### config.mk
export PLATFORM = sky130hd
export DESIGN_NAME = priority_thread_scheduler_top
export DESIGN_NICKNAME = d
export VERILOG_FILES = /design/src/rtl/pts_pkg.sv /design/src/rtl/pts_table.sv /design/src/rtl/priority_thread_scheduler_top.sv
export SDC_FILE = /design/constraint.sdc
export NUM_CORES = 2
export LEC_CHECK = 0
export BUFFER_PORTS_ARGS = -buffer_cell sky130_fd_sc_hd__buf_2
export CAP_MARGIN = 20
export CORE_MARGIN = 8
export CORE_UTILIZATION = 25
export CTS_CLUSTER_SIZE = 24
export DETAILED_ROUTE_END_ITERATION = 7
export PLACE_DENSITY = 0.5
export SYNTH_ARGS = -nofsm -noshare
export SYNTH_HDL_FRONTEND = slang
export SYNTH_HIERARCHICAL = 1
export SYNTH_SLANG_ARGS = --single-unit
### constraint.sdc
create_clock -name clk_i -period 21.7 [get_ports clk_i]
set_clock_uncertainty 0.2 [all_clocks]
set_input_delay 1.085 -clock clk_i [delete_from_list [all_inputs] [get_ports clk_i]]
set_output_delay 1.085 -clock clk_i [all_outputs]
set_load 0.01 [all_outputs]
### src/rtl/pts_pkg.sv
`default_nettype none

package pts_pkg;

  typedef enum logic [2:0] {
    ACT_TICK    = 3'd0,
    ACT_SCHED   = 3'd1,
    ACT_ADD     = 3'd2,
    ACT_KILL_ID = 3'd3,
    ACT_KILL_CUR = 3'd4,
    ACT_SLEEP   = 3'd5,
    ACT_BLOCK   = 3'd6,
    ACT_NOP     = 3'd7
  } action_e;

  typedef enum logic [1:0] {
    ST_OK      = 2'd0,
    ST_LIMIT   = 2'd1,
    ST_LAST    = 2'd2,
    ST_MISSING = 2'd3
  } status_e;

  typedef struct packed {
    logic        alive;
    logic [7:0]  prio;
    logic        asleep;
    logic [31:0] remain;
    logic        blocked;
    logic [15:0] ident;
  } entry_t;

  localparam logic [7:0] PRIO_IDLE = 8'd255;
  localparam logic [8:0] BEST_NONE = 9'd256;

  function automatic entry_t reset_entry(input logic first);
    entry_t e;
    e = '0;
    if (first) begin
      e.alive = 1'b1;
      e.prio  = PRIO_IDLE;
    end
    return e;
  endfunction

endpackage

`default_nettype wire

### src/rtl/pts_table.sv
`default_nettype none

module pts_table #(
  parameter int unsigned SLOTS = 16
) (
  input  wire                          clk_i,
  input  wire                          rst_ni,
  input  wire  [$clog2(SLOTS)-1:0]     rd_addr_i,
  input  wire                          wr_en_i,
  input  wire  [$clog2(SLOTS)-1:0]     wr_addr_i,
  input  wire  pts_pkg::entry_t        wr_data_i,
  output pts_pkg::entry_t              rd_data_o,
  output logic [$clog2(SLOTS)-1:0]     rd_slot_o
);
  import pts_pkg::*;

  localparam int unsigned AW = $clog2(SLOTS);

  entry_t          mem [SLOTS];
  entry_t          rd_q;
  logic [SLOTS-1:0] vld_q;
  logic            rvld_q;
  logic [AW-1:0]   rslot_q;

  always_ff @(posedge clk_i) begin
    if (wr_en_i) begin
      mem[wr_addr_i] <= wr_data_i;
    end
    rd_q    <= mem[rd_addr_i];
    rslot_q <= rd_addr_i;
  end

  // entries never written read as their reset value
  always_ff @(posedge clk_i or negedge rst_ni) begin
    if (!rst_ni) begin
      vld_q  <= '0;
      rvld_q <= 1'b0;
    end else begin
      rvld_q <= vld_q[rd_addr_i];
      if (wr_en_i) begin
        vld_q[wr_addr_i] <= 1'b1;
      end
    end
  end

  assign rd_data_o = rvld_q ? rd_q : reset_entry(rslot_q == '0);
  assign rd_slot_o = rslot_q;

endmodule

`default_nettype wire

### src/rtl/priority_thread_scheduler_top.sv
// Channel  Dir  Signals
// in       in   in_valid_i / in_ready_o, action_i priority_req_i target_id_i
//               sleep_ticks_i blocked_flag_i
// out      out  out_valid_o / out_ready_i, status_o running_slot_o running_id_o
//               new_id_o thread_count_o switch_request_o
// One transaction at a time: out_valid_o rises after one sweep of the thread table through
// its single read port, then the S_DRAIN, S_WB, S_RD and S_FIN states; in_ready_o stays low
// until the result is loaded, so no new transaction is taken before then.
// Reset is immediate; no clearing pass (per-entry valid bits).
// A result waiting on out_ready_i holds the block before it loads the next one.
`default_nettype none

module priority_thread_scheduler_top #(
  parameter int unsigned THREAD_SLOTS = 16
) (
  input  wire         clk_i,
  input  wire         rst_ni,
  input  wire         in_valid_i,
  output logic        in_ready_o,
  input  wire  [2:0]  action_i,
  input  wire  [7:0]  priority_req_i,
  input  wire  [15:0] target_id_i,
  input  wire  [31:0] sleep_ticks_i,
  input  wire         blocked_flag_i,
  output logic        out_valid_o,
  input  wire         out_ready_i,
  output logic [1:0]  status_o,
  output logic [3:0]  running_slot_o,
  output logic [15:0] running_id_o,
  output logic [15:0] new_id_o,
  output logic [4:0]  thread_count_o,
  output logic        switch_request_o
);
  import pts_pkg::*;

  localparam int unsigned SW = $clog2(THREAD_SLOTS);
  localparam int unsigned CW = $clog2(THREAD_SLOTS + 1);
  localparam logic [CW-1:0] N_C  = CW'(THREAD_SLOTS);
  localparam logic [CW:0]   N_CX = (CW + 1)'(THREAD_SLOTS);

  typedef enum logic [2:0] {
    S_IDLE, S_SCAN, S_DRAIN, S_WB, S_RD, S_FIN
  } state_e;

  state_e        state_q;
  action_e       act_q;
  logic [7:0]    prio_q;
  logic [15:0]   tid_q;
  logic [31:0]   ticks_q;
  logic          bflag_q;
  logic [CW-1:0] k_q;
  logic          pv_q;
  logic [SW-1:0] cur_q, cur_d;
  logic [CW-1:0] cnt_q, cnt_d;
  logic [15:0]   nid_q, nid_d;
  status_e       st_q, st_d;
  logic          sw_q, sw_d;
  logic [15:0]   newid_q, newid_d;

  // sweep results
  logic          hit_q;
  logic [SW-1:0] hit_s_q;
  entry_t        hit_e_q;
  logic [8:0]    ba_p_q, be_p_q;
  logic [SW-1:0] ba_s_q, be_s_q, fs_q;
  logic          fa_q, frdy_q, calive_q;
  logic [7:0]    fp_q;

  logic [SW-1:0] rd_addr, wr_addr, rs;
  logic          wr_en;
  entry_t        wr_e, re;

  logic          wb_we;
  logic [SW-1:0] wb_s;
  entry_t        wb_e;

  logic          rot;
  logic [CW:0]   t_sum;
  logic [SW-1:0] scan_s;

  pts_table #(.SLOTS(THREAD_SLOTS)) u_table (
    .clk_i     (clk_i),
    .rst_ni    (rst_ni),
    .rd_addr_i (rd_addr),
    .wr_en_i   (wr_en),
    .wr_addr_i (wr_addr),
    .wr_data_i (wr_e),
    .rd_data_o (re),
    .rd_slot_o (rs)
  );

  assign rot = (act_q == ACT_SCHED) || (act_q == ACT_KILL_ID) || (act_q == ACT_BLOCK);

  always_comb begin
    if (act_q == ACT_SCHED) begin
      t_sum = (CW + 1)'(cur_q) + (CW + 1)'(k_q) + (CW + 1)'(1);
    end else if (rot) begin
      t_sum = (CW + 1)'(k_q) + (CW + 1)'(1);
    end else begin
      t_sum = (CW + 1)'(k_q);
    end
    if (t_sum >= N_CX) begin
      t_sum = t_sum - N_CX;
    end
    scan_s = t_sum[SW-1:0];
  end

  assign rd_addr = (state_q == S_SCAN) ? scan_s : cur_q;

  logic tick_we;
  assign tick_we = pv_q && (act_q == ACT_TICK) && re.alive && re.asleep;

  always_comb begin
    wr_en   = 1'b0;
    wr_addr = wb_s;
    wr_e    = wb_e;
    if (tick_we) begin
      wr_en   = 1'b1;
      wr_addr = rs;
      wr_e    = re;
      if (re.remain == '0) begin
        wr_e.asleep = 1'b0;
      end else begin
        wr_e.remain = re.remain - 32'd1;
      end
    end else if (state_q == S_WB) begin
      wr_en = wb_we;
    end
  end

  // decisions once the sweep is done
  always_comb begin
    wb_we   = 1'b0;
    wb_s    = hit_s_q;
    wb_e    = hit_e_q;
    cur_d   = cur_q;
    cnt_d   = cnt_q;
    nid_d   = nid_q;
    st_d    = ST_OK;
    sw_d    = 1'b0;
    newid_d = '0;
    unique case (act_q)
      ACT_TICK: sw_d = 1'b1;
      ACT_SCHED: begin
        if (calive_q) begin
          cur_d = (ba_p_q != BEST_NONE) ? ba_s_q : cur_q;
        end else if (frdy_q && ({1'b0, fp_q} < be_p_q)) begin
          cur_d = fs_q;
        end else if (be_p_q != BEST_NONE) begin
          cur_d = be_s_q;
        end else begin
          cur_d = fs_q;
        end
      end
      ACT_ADD: begin
        if ((cnt_q >= N_C) || !hit_q) begin
          st_d = ST_LIMIT;
        end else begin
          wb_we   = 1'b1;
          wb_e    = '0;
          wb_e.alive = 1'b1;
          wb_e.prio  = prio_q;
          wb_e.ident = nid_q;
          newid_d = nid_q;
          nid_d   = nid_q + 16'd1;
          cnt_d   = cnt_q + CW'(1);
        end
      end
      ACT_KILL_ID, ACT_KILL_CUR: begin
        if (cnt_q <= CW'(1)) begin
          st_d = ST_LAST;
        end else if (!hit_q || !hit_e_q.alive) begin
          st_d = ST_MISSING;
        end else begin
          wb_we = 1'b1;
          wb_e.alive   = 1'b0;
          wb_e.blocked = 1'b0;
          cnt_d = cnt_q - CW'(1);
          sw_d  = (act_q == ACT_KILL_CUR) || (hit_s_q == cur_q);
        end
      end
      ACT_SLEEP: begin
        wb_we = 1'b1;
        wb_s  = cur_q;
        wb_e.remain = ticks_q;
        wb_e.asleep = 1'b1;
        sw_d  = 1'b1;
      end
      ACT_BLOCK: begin
        if (!hit_q) begin
          st_d = ST_MISSING;
        end else begin
          wb_we = 1'b1;
          wb_e.blocked = bflag_q;
          sw_d  = (hit_s_q == cur_q) && bflag_q;
        end
      end
      ACT_NOP: ;
      default: ;
    endcase
  end

  logic rdy, match;
  always_comb begin
    rdy = re.alive && !re.blocked && !re.asleep;
    unique case (act_q)
      ACT_ADD:                   match = !re.alive;
      ACT_KILL_ID, ACT_BLOCK:    match = re.alive && (re.ident == tid_q);
      ACT_KILL_CUR, ACT_SLEEP:   match = (rs == cur_q);
      default:                   match = 1'b0;
    endcase
  end

  always_ff @(posedge clk_i) begin
    if (state_q == S_IDLE) begin
      hit_q  <= 1'b0;
      fa_q   <= 1'b0;
      ba_p_q <= BEST_NONE;
      be_p_q <= BEST_NONE;
    end else if (pv_q) begin
      if (match && !hit_q) begin
        hit_q   <= 1'b1;
        hit_s_q <= rs;
        hit_e_q <= re;
      end
      if (rdy && ({1'b0, re.prio} < ba_p_q)) begin
        ba_p_q <= {1'b0, re.prio};
        ba_s_q <= rs;
      end
      if (re.alive && !fa_q) begin
        fa_q   <= 1'b1;
        fs_q   <= rs;
        frdy_q <= rdy;
        fp_q   <= re.prio;
      end else if (rdy && ({1'b0, re.prio} < be_p_q)) begin
        be_p_q <= {1'b0, re.prio};
        be_s_q <= rs;
      end
      if (rs == cur_q) begin
        calive_q <= re.alive;
      end
    end
  end

  always_ff @(posedge clk_i or negedge rst_ni) begin
    if (!rst_ni) begin
      state_q     <= S_IDLE;
      k_q         <= '0;
      pv_q        <= 1'b0;
      cur_q       <= '0;
      cnt_q       <= CW'(1);
      nid_q       <= 16'd1;
      st_q        <= ST_OK;
      sw_q        <= 1'b0;
      newid_q     <= '0;
      out_valid_o <= 1'b0;
      act_q       <= ACT_NOP;
      prio_q      <= '0;
      tid_q       <= '0;
      ticks_q     <= '0;
      bflag_q     <= 1'b0;
      status_o        <= '0;
      running_slot_o  <= '0;
      running_id_o    <= '0;
      new_id_o        <= '0;
      thread_count_o  <= '0;
      switch_request_o <= 1'b0;
    end else begin
      pv_q <= (state_q == S_SCAN);
      if (out_valid_o && out_ready_i && (state_q != S_FIN)) begin
        out_valid_o <= 1'b0;
      end
      unique case (state_q)
        S_IDLE: begin
          k_q <= '0;
          if (in_valid_i) begin
            act_q   <= action_e'(action_i);
            prio_q  <= priority_req_i;
            tid_q   <= target_id_i;
            ticks_q <= sleep_ticks_i;
            bflag_q <= blocked_flag_i;
            state_q <= S_SCAN;
          end
        end
        S_SCAN: begin
          k_q <= k_q + CW'(1);
          if (k_q == N_C - CW'(1)) begin
            state_q <= S_DRAIN;
          end
        end
        S_DRAIN: state_q <= S_WB;
        S_WB: begin
          cur_q   <= cur_d;
          cnt_q   <= cnt_d;
          nid_q   <= nid_d;
          st_q    <= st_d;
          sw_q    <= sw_d;
          newid_q <= newid_d;
          state_q <= S_RD;
        end
        S_RD: state_q <= S_FIN;
        S_FIN: begin
          if (!out_valid_o || out_ready_i) begin
            out_valid_o      <= 1'b1;
            status_o         <= st_q;
            running_slot_o   <= 4'(cur_q);
            running_id_o     <= re.ident;
            new_id_o         <= newid_q;
            thread_count_o   <= 5'(cnt_q);
            switch_request_o <= sw_q;
            state_q          <= S_IDLE;
          end
        end
        default: state_q <= S_IDLE;
      endcase
    end
  end

  assign in_ready_o = (state_q == S_IDLE);

endmodule

`default_nettype wire

==> summary.txt <==
Pwr
  • Worst VDD drop: ~210 uV
  • Cell Int Power: between 0.006 and 0.007 W
  • Clock power frac: 0.253
  • Total Power: a little over 0.009 W
  • Sw Share: 0.3441
  • Comb power frac: 0.394
  • Switching Power: between 0.003 and 0.004 W
  • Flop pwr share: 0.353
  • Leak pwr: roughly 20 nW
  • Pwr dens: ~160 nW/um2

Finish
  • Nets@finish: roughly 3100
  • Proportion of layout cells with a drive suffix above 1: 0.2669
  • Final instance area: roughly 60000 um2
  • Most frequent cells in the layout: edfxtp_1 (1029), mux4_2 (240), nand2_1 (224)
  • Area Overhead vs Synth: 17.36%
  • Commonest non-fill, non-tap cell in the layout: edfxtp_1
  • Filler cell count: ~20000
  • Non-filler cells in the finished layout: ~5800

Worst setup path
  • Max FO, Critical Path: 63
  • Critical path launch point type: flop
  • Worst EP required: 21.87 ns
  • WP depth: 13
  • Crit Path Class: flop to flop
  • Critical Path Source: u_table/rvld_q
  • Cells on worst reg2reg path: 13
  • Critical-path cell list: buf_4 -> or4_1 -> nor2_1 -> a21o_1 -> and2_1 -> and3_2 -> buf_4 -> nor2_1 -> o21ai_0 -> a2bb2oi_1 -> nand3b_1 -> nor2_4 -> buf_4
  • Worst setup EP type: flop
  • Buf/Inv on CP: 3
  • Worst Path Arrival: around 6.4 ns
  • R2R Setup Slk: 15.52 ns
  • FF-to-FF Start: u_table/rvld_q
  • Crit path max-delay cell type: nor2_4
  • Cell family with most CP delay: simple AND/OR/NAND/NOR gates
  • Reg2reg end: u_table/mem[5][35]
  • Slowest stage delay, CP: ~0.84 ns
  • Most frequent CP cell: buf_4

Logic synthesis
  • Share of the synthesized area in the top cell type: 0.6086
  • Distinct cells, synth: 73
  • Synth warn: 6
  • Post-synth top area cell: edfxtp_1
  • Post-Syn Area: about 51000 um2
  • Syn_area_per_cell: 17.87 um2
  • Seq cells post-synth: around 1300
  • Synth async-reset ratio: 0.1360
  • Main synth FF type: edfxtp_1
  • Syn Nets: 2939
  • Top post-synthesis cells by area: edfxtp_1 (61%), mux4_2 (11%), dfrtp_1 (8.4%), dfxtp_1 (3.3%), mux2_2 (2.4%)
  • Mapped Cells: ~2800
  • Number of synthesized flops with an enable pin: 1029
  • Post-synthesis sequential area ratio: 0.7277

Worst hold path
  • HP Class: input pin to async pin

Floorplan
  • Io pins: 110
  • Initial Utilization: 0.2512
  • Cell row count: 165
  • Die X: 466.7 um
  • Die Y: approximately 470 um
  • Core ar.: between 200000 and 250000 um2
  • Die ar.: between 200000 and 250000 um2

Placement
  • Placed Cells: between 5000 and 6000
  • Post-Place Cell Area: 54910 um2
  • Final GP Congestion: approximately 0.74
  • Setup WS pre-CTS: approximately 15 ns
  • PortBufs: 109
  • Detail Placement HPWL: roughly 77 mm

Clocking
  • CTS tree: yes
  • CTS Buffer Depth: 3
  • Root buf cell: clkbuf_16
  • Clock Pin Slew Worst Setup and Hold Paths: ~0.06 ns
  • Num CTS Buffers: around 140
  • Hold Buf Count CTS: 0
  • Setup bufs post-CTS: 0
  • Clk sinks: ~1300
  • CTS resizes: 0
  • H-tree depth: 4
  • Worst skew pair latency: roughly 0.76 ns

Drt
  • Final ANT Viol Nets: 0
  • Routed length per instance: between 20 and 25 um
  • Avg Vias per Cell: between 4 and 5
  • Post-route DRC: 0
  • DRT iter0 DRCs: approximately 2000
  • Drt first pass iters: 5
  • Drt total wl: 130.7 mm
  • DR vias: 26600

Timing
  • Finish-stage setup viols: 0
  • Pins over their slew limit: 0
  • Setup_tns: 0 ns
  • Final Hold Fails: 0
  • Fin crit share: 0.2849
  • Max Clock Freq: around 0.16 GHz
  • Worst Tran Pin Value: 1.179 ns
  • Minimum clock period: around 6.2 ns
  • Max_slew headroom: 0.2114
  • Unrepaired setup endpoints after global routing: false
  • Setup ws final: approximately 16 ns

Global route
  • Global Route met2 Usage: 0.1847
  • First-pass GRT wire length: between 150 and 200 mm
  • Initial antenna violation count: 20
  • Routing usage on met1: 0.1640
  • Grt total ovfl: 0
  • Vias in the first global route: ~27000
  • Met3 Track Usage GR: 0.02924
  • Total track usage: 0.1180
  • Global routing's busiest layer: met2
  • Largest net degree at the start of global routing: about 130

Outcome
  • Outcome: complete, no violations

Job
  • Max-cap viol count: 0
==> logic make-up (layout without fill, tap and decap cells) <==
kind of cell,after synthesis,count (layout),synth area share
flops,1287,1287,0.7277
simple gates,559,559,0.05564
mux,367,367,0.1341
compound gates,336,336,0.04603
buf+inv,194,499,0.01686
xor+xnor,66,66,0.01138
fa+ha+maj,33,33,0.008280
other cells,0,5,0
==> routing by layer <==
metal	up-vias	share of wire	wire [um]
li1	11690	-	-
met1	14020	0.46	60200
met2	698	0.46	59700
met3	178	0.061	7974
met4	8	0.021	2798
met5	-	0.00037	48
==> cell type report <==
| cell class | instances | area [um2] | share of cell area |
|---|---|---|---|
| tap | 2672 | 3343 | 0.05611 |
| inverter | 38 | 142.6 | 0.002394 |
| clock buffer | 203 | 3948 | 0.06625 |
| antenna | 5 | 12.51 | 0.0002100 |
| sequential | 1287 | 36950 | 0.6201 |
| timing repair buffer | 205 | 1335 | 0.02241 |
| clock inverter | 53 | 565.5 | 0.009491 |
| multi-input combinational | 1361 | 13290 | 0.2231 |
==> cells in the mapped netlist, types with 15 or more instances <==
cell type / number
a21oi_1: 44
clkbuf_1: 103
buf_2: 21
dfrtp_1: 170
and3_1: 42
mux2_2: 106
o21ai_0: 38
dfxtp_1: 83
edfxtp_1: 1029
xnor2_1: 47
nand4_1: 20
buf_1: 17
mux4_2: 240
a22oi_1: 122
nand2_1: 225
a211oi_1: 43
nor2_1: 71
inv_1: 38
and2_1: 58
xor2_1: 19
or2_2: 20
ha_1: 32
nor4_1: 15
mux2i_1: 20
nor3_1: 28
a31oi_1: 37
==> state kept, by name (all words and copies together) (netlist names), 32 cells and up <==
signal	count
hit_e_q	59
ticks_q	32
u_table/rd_q	59
u_table/mem	944
==> stage by stage <==
| step | util | hold slack [ns] |
|---|---|---|
| global route | 0.2948 | 0.1729 |
| finish | 0.2948 | 0.1608 |
| floorplan | - | 0.2225 |
| detailed placement | 0.2717 | 0.2372 |
| CTS | 0.2940 | 0.1443 |
| global placement | 0.2715 | 0.2331 |
==> power by group through the flow <==
stage	sequential [W]	combinational [W]	clock (W)
final	0.00328	0.00365	0.00235
after global routing	0.00331	0.00396	0.00251
after CTS	0.00328	0.00369	0.00241
after detailed placement	0.00333	0.00367	0
after global placement	0.00334	0.00366	0
after floorplan	0.00324	0.00265	0
==> worst max path at each step <==
stage / to / slack, ns
2_1_floorplan: u_table/vld_q[0] / 13.97
3_3_place_gp: u_table/mem[5][1] / 15.47
3_5_place_dp: u_table/mem[5][2] / 15.46
4_1_cts: u_table/mem[5][10] / 15.40
5_1_grt: u_table/mem[5][35] / 15.03
6_report: u_table/mem[5][35] / 15.52
Power figures use the tool's default switching activity.
